==> src/rtl/hpdw_pkg.sv <==
package hpdw_pkg;

  // Field widths.
  localparam int unsigned SampleWidth = 16;
  localparam int unsigned CoefWidth   = 15;
  localparam int unsigned ProdWidth   = 2 * SampleWidth;
  localparam int unsigned SumWidth    = SampleWidth + 3;

  // Configuration register indexes.
  typedef enum logic {
    REG_FEEDBACK_COEF = 1'b0,
    REG_INPUT_GAIN    = 1'b1
  } cfg_reg_e;

  // Register reset values: Q15(0.8360692637) and Q15(0.91803463198).
  localparam logic [CoefWidth-1:0] FeedbackCoefReset = 15'd27395;
  localparam logic [CoefWidth-1:0] InputGainReset    = 15'd30081;

  // The filter runs when the knob is above half scale.
  localparam logic [CoefWidth-1:0] KnobHalf = 15'h3FFF;
  localparam logic [CoefWidth-1:0] Q15One   = 15'd32767;

  localparam logic signed [SumWidth-1:0] SatMax = 19'sd32767;
  localparam logic signed [SumWidth-1:0] SatMin = -19'sd32768;

  // Clamp a wide signed value to the Q15 sample range.
  function automatic logic signed [SampleWidth-1:0] sat_q15(
    input logic signed [SumWidth-1:0] v
  );
    logic signed [SampleWidth-1:0] r;
    if (v > SatMax) begin
      r = 16'sh7FFF;
    end else if (v < SatMin) begin
      r = 16'sh8000;
    end else begin
      r = v[SampleWidth-1:0];
    end
    return r;
  endfunction

  // Q15 product: full product shifted right by 15, floor rounding.
  function automatic logic signed [SumWidth-1:0] q15_shift(
    input logic signed [ProdWidth-1:0] p
  );
    logic signed [ProdWidth-1:0] s;
    s = p >>> 15;
    return s[SumWidth-1:0];
  endfunction

endpackage

==> src/rtl/highpass_dry_wet_mixer.sv <==
// One-pole high-pass filter with dry/wet mix on Q15 audio samples.
//
// Input channel (in_valid_i / in_ready_o) carries one sample with its wet
// level and effect knob; output channel (out_valid_o / out_ready_i) carries
// one processed sample per input transaction, in order.
// All multiplications share a single 16x16 signed multiplier, stepped by a
// small sequencer, so one transaction is worked on at a time. With the knob
// at or below half scale the result is the gain-scaled sample; with the
// filter active it takes six steps (gain, feedback, filter sum, wet product,
// dry product, mix). The next input is taken once the sequencer is back in
// idle.
// The result sits in an output register; the block accepts the next input
// while it waits. If the receiver stalls and the output register is still
// full when a new result is done, the sequencer holds in its last step.
// Reset clears the filter history and loads the default feedback coefficient
// and input gain. The configuration port writes the register cfg_idx_i selects
// and is to be used only while the block is idle; the block does not enforce it.
module highpass_dry_wet_mixer (
  input  logic        clk_i,
  input  logic        rst_ni,
  input  logic        cfg_we_i,
  input  logic        cfg_idx_i,
  input  logic [14:0] cfg_data_i,
  input  logic        in_valid_i,
  output logic        in_ready_o,
  input  logic signed [15:0] sample_in_i,
  input  logic [14:0] wet_level_i,
  input  logic [14:0] effect_knob_i,
  output logic        out_valid_o,
  input  logic        out_ready_i,
  output logic signed [15:0] sample_out_o
);

  localparam logic [2:0] StIdle = 3'd0;
  localparam logic [2:0] StGain = 3'd1;
  localparam logic [2:0] StFb   = 3'd2;
  localparam logic [2:0] StFilt = 3'd3;
  localparam logic [2:0] StWet  = 3'd4;
  localparam logic [2:0] StDry  = 3'd5;
  localparam logic [2:0] StMix  = 3'd6;

  logic [2:0] state_q, state_d;

  logic [14:0] alpha_q, gain_q;
  logic signed [15:0] x_q;
  logic [14:0] wet_q;
  logic active_q;
  logic signed [15:0] scaled_q, y_q, wet_part_q;
  logic signed [15:0] prev_x_q, prev_y_q;
  logic signed [31:0] prod_q;
  logic out_valid_q;
  logic signed [15:0] out_q;

  logic signed [15:0] mul_a;
  logic [14:0] mul_b;
  logic signed [31:0] prod_d;
  logic signed [15:0] prod_q15;
  logic signed [15:0] filt_y;
  logic signed [15:0] mix_y;
  logic out_free;
  logic in_fire;

  assign in_ready_o   = (state_q == StIdle);
  assign in_fire      = in_valid_i && in_ready_o;
  assign out_free     = !out_valid_q || out_ready_i;
  assign out_valid_o  = out_valid_q;
  assign sample_out_o = out_q;

  // Configuration registers.
  always_ff @(posedge clk_i or negedge rst_ni) begin
    if (!rst_ni) begin
      alpha_q <= hpdw_pkg::FeedbackCoefReset;
      gain_q  <= hpdw_pkg::InputGainReset;
    end else if (cfg_we_i) begin
      unique case (hpdw_pkg::cfg_reg_e'(cfg_idx_i))
        hpdw_pkg::REG_FEEDBACK_COEF: alpha_q <= cfg_data_i;
        hpdw_pkg::REG_INPUT_GAIN:    gain_q  <= cfg_data_i;
        default: ;
      endcase
    end
  end

  // Operand selection for the shared multiplier.
  always_comb begin
    unique case (state_q)
      StGain: begin
        mul_a = x_q;
        mul_b = gain_q;
      end
      StFb: begin
        mul_a = prev_y_q;
        mul_b = alpha_q;
      end
      StWet: begin
        mul_a = y_q;
        mul_b = wet_q;
      end
      StDry: begin
        mul_a = scaled_q;
        mul_b = hpdw_pkg::Q15One - wet_q;
      end
      default: begin
        mul_a = x_q;
        mul_b = gain_q;
      end
    endcase
  end

  assign prod_d   = mul_a * $signed({1'b0, mul_b});
  assign prod_q15 = hpdw_pkg::sat_q15(hpdw_pkg::q15_shift(prod_q));

  // Filter sum: scaled - previous scaled + alpha * previous output.
  assign filt_y = hpdw_pkg::sat_q15(
    19'(scaled_q) - 19'(prev_x_q) + hpdw_pkg::q15_shift(prod_q));

  // Mix sum: wet part plus dry part.
  assign mix_y = hpdw_pkg::sat_q15(19'(wet_part_q) + 19'(prod_q15));

  // Sequencer.
  always_comb begin
    state_d = state_q;
    unique case (state_q)
      StIdle: if (in_fire) state_d = StGain;
      StGain: state_d = StFb;
      StFb: begin
        if (active_q) begin
          state_d = StFilt;
        end else if (out_free) begin
          state_d = StIdle;
        end
      end
      StFilt: state_d = StWet;
      StWet:  state_d = StDry;
      StDry:  state_d = StMix;
      StMix:  if (out_free) state_d = StIdle;
      default: state_d = StIdle;
    endcase
  end

  always_ff @(posedge clk_i or negedge rst_ni) begin
    if (!rst_ni) begin
      state_q <= StIdle;
    end else begin
      state_q <= state_d;
    end
  end

  // Filter history.
  always_ff @(posedge clk_i or negedge rst_ni) begin
    if (!rst_ni) begin
      prev_x_q <= '0;
      prev_y_q <= '0;
    end else if (state_q == StFilt) begin
      prev_x_q <= scaled_q;
      prev_y_q <= filt_y;
    end
  end

  // Datapath registers.
  always_ff @(posedge clk_i) begin
    if (in_fire) begin
      x_q      <= sample_in_i;
      wet_q    <= wet_level_i;
      active_q <= (effect_knob_i > hpdw_pkg::KnobHalf);
    end
    // Hold the product while stalled in a final step.
    if (state_q != StFb && state_q != StMix) begin
      prod_q <= prod_d;
    end else if (state_q == StFb && active_q) begin
      prod_q <= prod_d;
    end
    if (state_q == StFb) begin
      scaled_q <= prod_q15;
    end
    if (state_q == StFilt) begin
      y_q <= filt_y;
    end
    if (state_q == StDry) begin
      wet_part_q <= prod_q15;
    end
  end

  // Output register.
  always_ff @(posedge clk_i or negedge rst_ni) begin
    if (!rst_ni) begin
      out_valid_q <= 1'b0;
    end else if (out_free) begin
      out_valid_q <= ((state_q == StFb) && !active_q) || (state_q == StMix);
    end
  end

  always_ff @(posedge clk_i) begin
    if (out_free) begin
      if (state_q == StFb) begin
        out_q <= prod_q15;
      end else if (state_q == StMix) begin
        out_q <= mix_y;
      end
    end
  end

endmodule
==> config.mk <==
export PLATFORM = sky130hd
export DESIGN_NAME = highpass_dry_wet_mixer
export DESIGN_NICKNAME = d
export VERILOG_FILES = /design/src/rtl/hpdw_pkg.sv /design/src/rtl/highpass_dry_wet_mixer.sv
export SDC_FILE = /design/constraint.sdc
export NUM_CORES = 1
export LEC_CHECK = 0
export BUFFER_PORTS_ARGS = -buffer_cell sky130_fd_sc_hd__buf_4
export CORE_MARGIN = 2
export CORE_UTILIZATION = 40
export DETAILED_ROUTE_END_ITERATION = 6
export PLACE_DENSITY = 0.55
export REMOVE_ABC_BUFFERS = 1
export SLEW_MARGIN = 20
export SYNTH_ARGS = -nofsm -noshare
export SYNTH_HDL_FRONTEND = slang
export SYNTH_SLANG_ARGS = --single-unit
==> constraint.sdc <==
create_clock -name clk_i -period 10.3 [get_ports clk_i]
set_input_delay 1.03 -clock clk_i [delete_from_list [all_inputs] [get_ports clk_i]]
set_output_delay 1.03 -clock clk_i [all_outputs]
set_load 0.03 [all_outputs]
## Word level (Yosys, flattened, before mapping)

Index checks and enable logic that the tools add are counted.

| operators by class | value |
|---|---|
| magnitude comparators | 7 |
| reduce and logical (&&, ||, !) cells | 14 |
| $mul | 1 |
| bitwise gates (word level) | 1 |
| eq/ne operators | 9 |
| add/subtract/negate cells | 4 |
| muxes and demuxes | 16 |

Operators by type and width:

| operator | number |
|---|---|
| $mux W16 | 8 |
| $mux W32 | 2 |
| $pmux W16 S3 | 1 |
| $pmux W15 S3 | 1 |
| $gt A17 B16 Y1 const B | 2 |
| $lt A17 B16 Y1 const B | 2 |
| $mul A16 B16 Y32 | 1 |
| $pmux W3 S7 | 1 |
| $add A17 B17 Y18 | 1 |
| $gt A18 B16 Y1 const B | 1 |
| $lt A18 B16 Y1 const B | 1 |
| $add A16 B16 Y17 | 1 |
| $sub A16 B16 Y17 | 1 |
| $gt A15 B14 Y1 const B | 1 |
| $sub A15 B15 Y15 const A | 1 |
| $eq A3 B3 Y1 const B | 3 |
| $mux W3 | 3 |
| $eq A3 B2 Y1 const B | 2 |
| $reduce_and A2 Y1 | 3 |
| $logic_and A1 B1 Y1 | 4 |
| $reduce_bool A2 Y1 | 2 |
| $eq A3 B1 Y1 const B | 1 |
| $logic_not A3 Y1 | 1 |
| $ne A3 B2 Y1 const B | 1 |
| 5 further kinds | 7 |

| word-level totals | value |
|---|---|
| output and inout bits | 18 |
| flip-flop bits (word level) | 194 |
| bits of input ports | 67 |

## Longest topological paths before layout

| logic depth | value |
|---|---|
| depth after elaboration | 9 |
| depth in mapped cells | 31 |
| mapped depth without buffers | 27 |

## Worst setup path before layout

No wires, ideal clock.

| timing path | value |
|---|---|
| kind | reg-to-reg |
| from | register state_q[0] |
| to | register prod_q[29], data pin |
| data required time | 10.143 ns |
| buffers on the path | 5 |
| slack | 2.882 ns |
| period minus slack after synthesis | 7.418 ns |
| library setup time | 0.157 ns |
| cell stages (with the launch flop) | 27 |
| arrival time | 7.261 ns |
| cells stage by stage | dfrtp_1 -> buf_2 -> buf_2 -> buf_1 -> clkbuf_1 -> o22ai_1 -> a21oi_1 -> buf_2 -> nand2_1 -> fa_1 -> fa_1 -> inv_1 -> fa_1 -> fa_1 -> fa_1 -> inv_1 -> fa_1 -> inv_1 -> ha_1 -> nand3_1 -> nor2_1 -> and4_1 -> a221o_1 -> o211ai_2 -> a21oi_1 -> or4_1 -> a32oi_1 |

| on the way | value |
|---|---|
| cells in the longest elaborated chain, start to end | 5 |
| elaborated cells between the ends (all ways) | 11 |
| those cells by class | mul: 1; eq/ne: 5; mux: 4; reduce/logical: 1 |

Ends and longest elaborated chain:

| what | RTL line | text |
|---|---|---|
| from (decl) | highpass_dry_wet_mixer.sv:42 | `logic [2:0] state_q, state_d;` |
| from (signal assigned) | highpass_dry_wet_mixer.sv:142 | `state_q <= StIdle;` |
| from (signal assigned) | highpass_dry_wet_mixer.sv:144 | `state_q <= state_d;` |
| $eq A3 B3 Y1 / $eq A3 B2 Y1 (equally long branches) | highpass_dry_wet_mixer.sv:85 | `unique case (state_q)` |
| $pmux W16 S3 / $pmux W15 S3 (equally long branches) | highpass_dry_wet_mixer.sv:85 |  |
| $mul A16 B16 Y32 (*) | highpass_dry_wet_mixer.sv:109 | `assign prod_d = mul_a * $signed({1'b0, mul_b});` |
| via prod_d[29] | highpass_dry_wet_mixer.sv:56 | `logic signed [31:0] prod_d;` |
| $mux W32 | highpass_dry_wet_mixer.sv:169 | `end else if (state_q == StFb && active_q) begin` |
| $mux W32 (*) | highpass_dry_wet_mixer.sv:167 | `if (state_q != StFb && state_q != StMix) begin` |
| to (signal assigned) | highpass_dry_wet_mixer.sv:168 | `prod_q <= prod_d;` |
| to (signal assigned) | highpass_dry_wet_mixer.sv:170 | `prod_q <= prod_d;` |
| to (decl) | highpass_dry_wet_mixer.sv:50 | `logic signed [31:0] prod_q;` |

The timed path passes the listed nets; every way through them passes the cells marked *. The select of a mux whose other input is x is not followed.
A chain may end at the register's enable or synchronous reset.

## Worst setup path after layout

| timing path | value |
|---|---|
| from | register state_q[1] |
| to | register prod_q[28], data pin |

The elaborated chain is that of the path after synthesis.

==> results.json <==
{
  "ctsResizeCount": 0,
  "h-tree-depth": 4,
  "coreArea_mm2": 0.0474,
  "critPathMaxStageDelay_ns": 0.73,
  "clk-insertion-delay-late_ns": 0.46,
  "hold_class": "reg -> reg",
  "initial_utilization_pct": 40.2,
  "antenna_left": 0,
  "cts.sinks": 179,
  "startpoint_type": "register",
  "cpMaxStageDelayCell": "dfrtp_2",
  "yosysWarnings": 0,
  "rows": 80,
  "vias": 13744,
  "worst_slew_margin_rel_pct": 22.7,
  "synthesis.area_mm2": 0.0191,
  "crit_chain": "nand2b_1 -> nand2_1 -> o22ai_1 -> a21o_1 -> nor2_1 -> fa_1 -> inv_1 -> fa_1 -> inv_1 -> fa_1 -> fa_1 -> fa_1 -> inv_1 -> fa_1 -> inv_1 -> ha_1 -> nand3_1 -> nor2_1 -> and4_1 -> nor4b_2 -> o21ai_0 -> a21oi_1 -> nor3_1 -> xnor2_1",
  "cpMostUsedCell": "fa_1",
  "numCtsBuffers": 17,
  "cp.required_ns": 10.50,
  "wl_per_cell_um": 18.8,
  "clkTransAtPathRegs_ns": 0.08,
  "nNetsFinal": 2417,
  "synth-seq-cells": 179,
  "cts_tree": "done",
  "critPathKind": "reg -> reg",
  "drive_gt1_share_pct": 11.6,
  "ys_async_sr_fraction_pct": 36.9,
  "slew_violations": 0,
  "ctsLongestPathBuffers": 2,
  "die_w_um": 222,
  "period_needed_ns": 8.95,
  "outcome": "finished clean",
  "cts_setup_buffers": 0,
  "regArea_mm2": 0.00507,
  "cp_max_fo": 23,
  "end_kind": "register",
  "drtPass1Iterations": 7,
  "maxCapViolCount": 0,
  "io_pins": 85,
  "gr-usage-all-layers_pct": 20.6,
  "ctsHoldBuffers": 0,
  "hold_violations": 0,
  "die-area_mm2": 0.0495,
  "via_per_inst": 5.28,
  "ys.flop_type": "edfxtp_1",
  "port-buffer-count": 70,
  "ys_seq_area_share_pct": 26.5,
  "fin_crit_sh_pct": 86.9,
  "grt-ovfl-total": 0,
  "clock-root-buffer": "clkbuf_16",
  "drc": 0,
  "grt_pass1_wl_um": 78900,
  "synth_edf_count": 113,
  "grt_max_degree": 67,
  "multi_input_area_mm2": 0.0124,
  "die_h_um": 222,
  "routed_wl_um": 48900,
  "worstPathArrival_ns": 9.15,
  "area_growth_pct": 9.65,
  "rsz0062_at_grt": "false",
  "avgSynthCellArea_um2": 9.92,
  "max_freq_mhz": 112,
  "place.gp.congestion": 0.847,
  "dp_hpwl_um": 38300,
  "fin_worst_skew_ns": 0.0154,
  "ys_types": 80,
  "drtIter0Drc": 931,
  "diodes": 0,
  "worst_pin_slew_ns": 1.15,
  "finalSetupTns_ns": 0,
  "setup_viol": 0,
  "antenna_found_initial": 0,
  "grt_pass1_vias": 14081,
  "fillers": 4584,
  "syn_inst": 1922
}
-- worst max-delay path, delay by kind of cell, from the launching register on --
kind,cells,cell delay (ns)
AO/OA/AOI/OAI,4,1.42
XOR/XNOR,1,0.15
adder cells (fa/ha/maj),7,3.54
buffers and inverters,4,0.21
flip-flops,1,0.73
AND/OR/NAND/NOR,8,2.59
-- registers in the layout (all words and copies together), names as in the netlist --
register      cells
x_q              16
prod_q           17
gain_q           15
alpha_q          15
prev_y_q         16
wet_part_q       16
active_q          1
y_q              16
sample_out_o     16
out_valid_o       1
state_q           3
wet_q            15
prev_x_q         16
scaled_q         16
-- cell usage in the layout, fill, tap and decap left out, types with 5 or more instances in the layout --
cell type  count
a211oi_1       8
a21o_1        35
a21oi_1       92
a21oi_2       10
a221o_1       19
and2_1        18
and4_1         5
buf_4        103
clkbuf_16     17
dfrtp_1       49
dfstp_2       14
edfxtp_1     113
fa_1         263
ha_1         113
inv_1        366
mux2_2        36
mux2i_1       32
nand2_1      173
nand2b_1      34
nand3_1        6
nor2_1       138
nor2b_1       35
nor3_1        10
o211ai_1      12
o21a_1        12
o21ai_0       73
o21ai_1       19
o21bai_1       9
o22a_1         8
o22ai_1       12
or2_2          6
or3_1          6
xnor2_1       34
xor2_1        12
-- worst paths after layout --
kind | start | endpoint | slack [ns] | depth (start not counted)
setup / recovery | state_q[1]$_DFFE_PN0P_ | prod_q[28]$_DFFE_PP_ | 1.35 | 24
hold / removal | prev_y_q[15]$_DFFE_PN0N_ | prev_y_q[15]$_DFFE_PN0N_ | 0.49 | 2
setup reg to reg | state_q[1]$_DFFE_PN0P_ | prod_q[28]$_DFFE_PP_ | 1.35 | 24
hold reg to reg | prev_y_q[15]$_DFFE_PN0N_ | prev_y_q[15]$_DFFE_PN0N_ | 0.49 | 2
max in group asynchronous | rst_ni | state_q[0]$_DFFE_PN0P_ | 8.90 | 1
min in group asynchronous | rst_ni | gain_q[1]$_DFFE_PN0P_ | 0.72 | 1
-- per-stage QoR --
step	cell area (µm²)	setup WS (ns)	cells	hold WS [ns]	util [%]
after floorplan	18800	1.70	1852	0.441	-
after global placement	20300	1.48	2570	0.473	42.9
after detailed placement	20300	1.45	2570	0.475	42.9
after CTS	20900	1.40	2602	0.495	44.1
after global routing	20900	0.930	2602	0.523	44.1
final	20900	1.35	2602	0.492	44.1
-- per-layer routing --
| layer | global-route usage, % | vias up | part of all wire [%] |
|---|---|---|---|
| met1 | 28.8 | 6987 | 46 |
| met3 | 2.68 | 51 | 4.7 |
| met2 | 33.8 | 349 | 47 |
| met5 | 0 | - | 0 |
| li1 | - | 6357 | - |
| met4 | 5.48 | 0 | 2.1 |
-- cell families (layout without fill, tap and decap cells) --
family / count (synthesis) / after routing / share of synthesized area (%)
and+or+nand+nor: 457 / 457 / 11.1
xor gates and xnor gates: 46 / 46 / 2.11
adders and majority gates: 376 / 376 / 35.0
DFF: 179 / 179 / 26.5
muxes: 69 / 69 / 3.86
AOI/OAI and AO/OA: 358 / 358 / 12.5
buffers and inverters: 437 / 502 / 8.84
-- final cells by class --
class	count	share of cell area (%)
Inverter	367	6.59
Sequential cell	179	24.2
Timing Repair Buffer	103	3.70
Multi-Input combinational cell	1306	59.1
Tap cell	615	3.68
Clock inverter	15	0.682
Clock buffer	17	2.03
-- synth_stat cells (19+ instances only) --
master | number | area [µm²]
fa_1 | 263 | 5270
o21ai_0 | 73 | 365
and2_1 | 19 | 119
mux2_2 | 36 | 405
o21ai_1 | 19 | 95.1
xnor2_1 | 34 | 298
a21o_1 | 35 | 263
dfrtp_1 | 52 | 1300
nand2_1 | 173 | 649
mux2i_1 | 33 | 330
nand2b_1 | 34 | 213
edfxtp_1 | 113 | 3390
buf_2 | 19 | 95.1
inv_1 | 366 | 1370
clkbuf_1 | 40 | 150
nor2b_1 | 36 | 225
a21oi_1 | 92 | 460
nor2_1 | 139 | 522
a221o_1 | 19 | 190
ha_1 | 113 | 1410
Power is not shown: default switching activity piles up to over one toggle a cycle in this logic, so the estimate is an artifact.
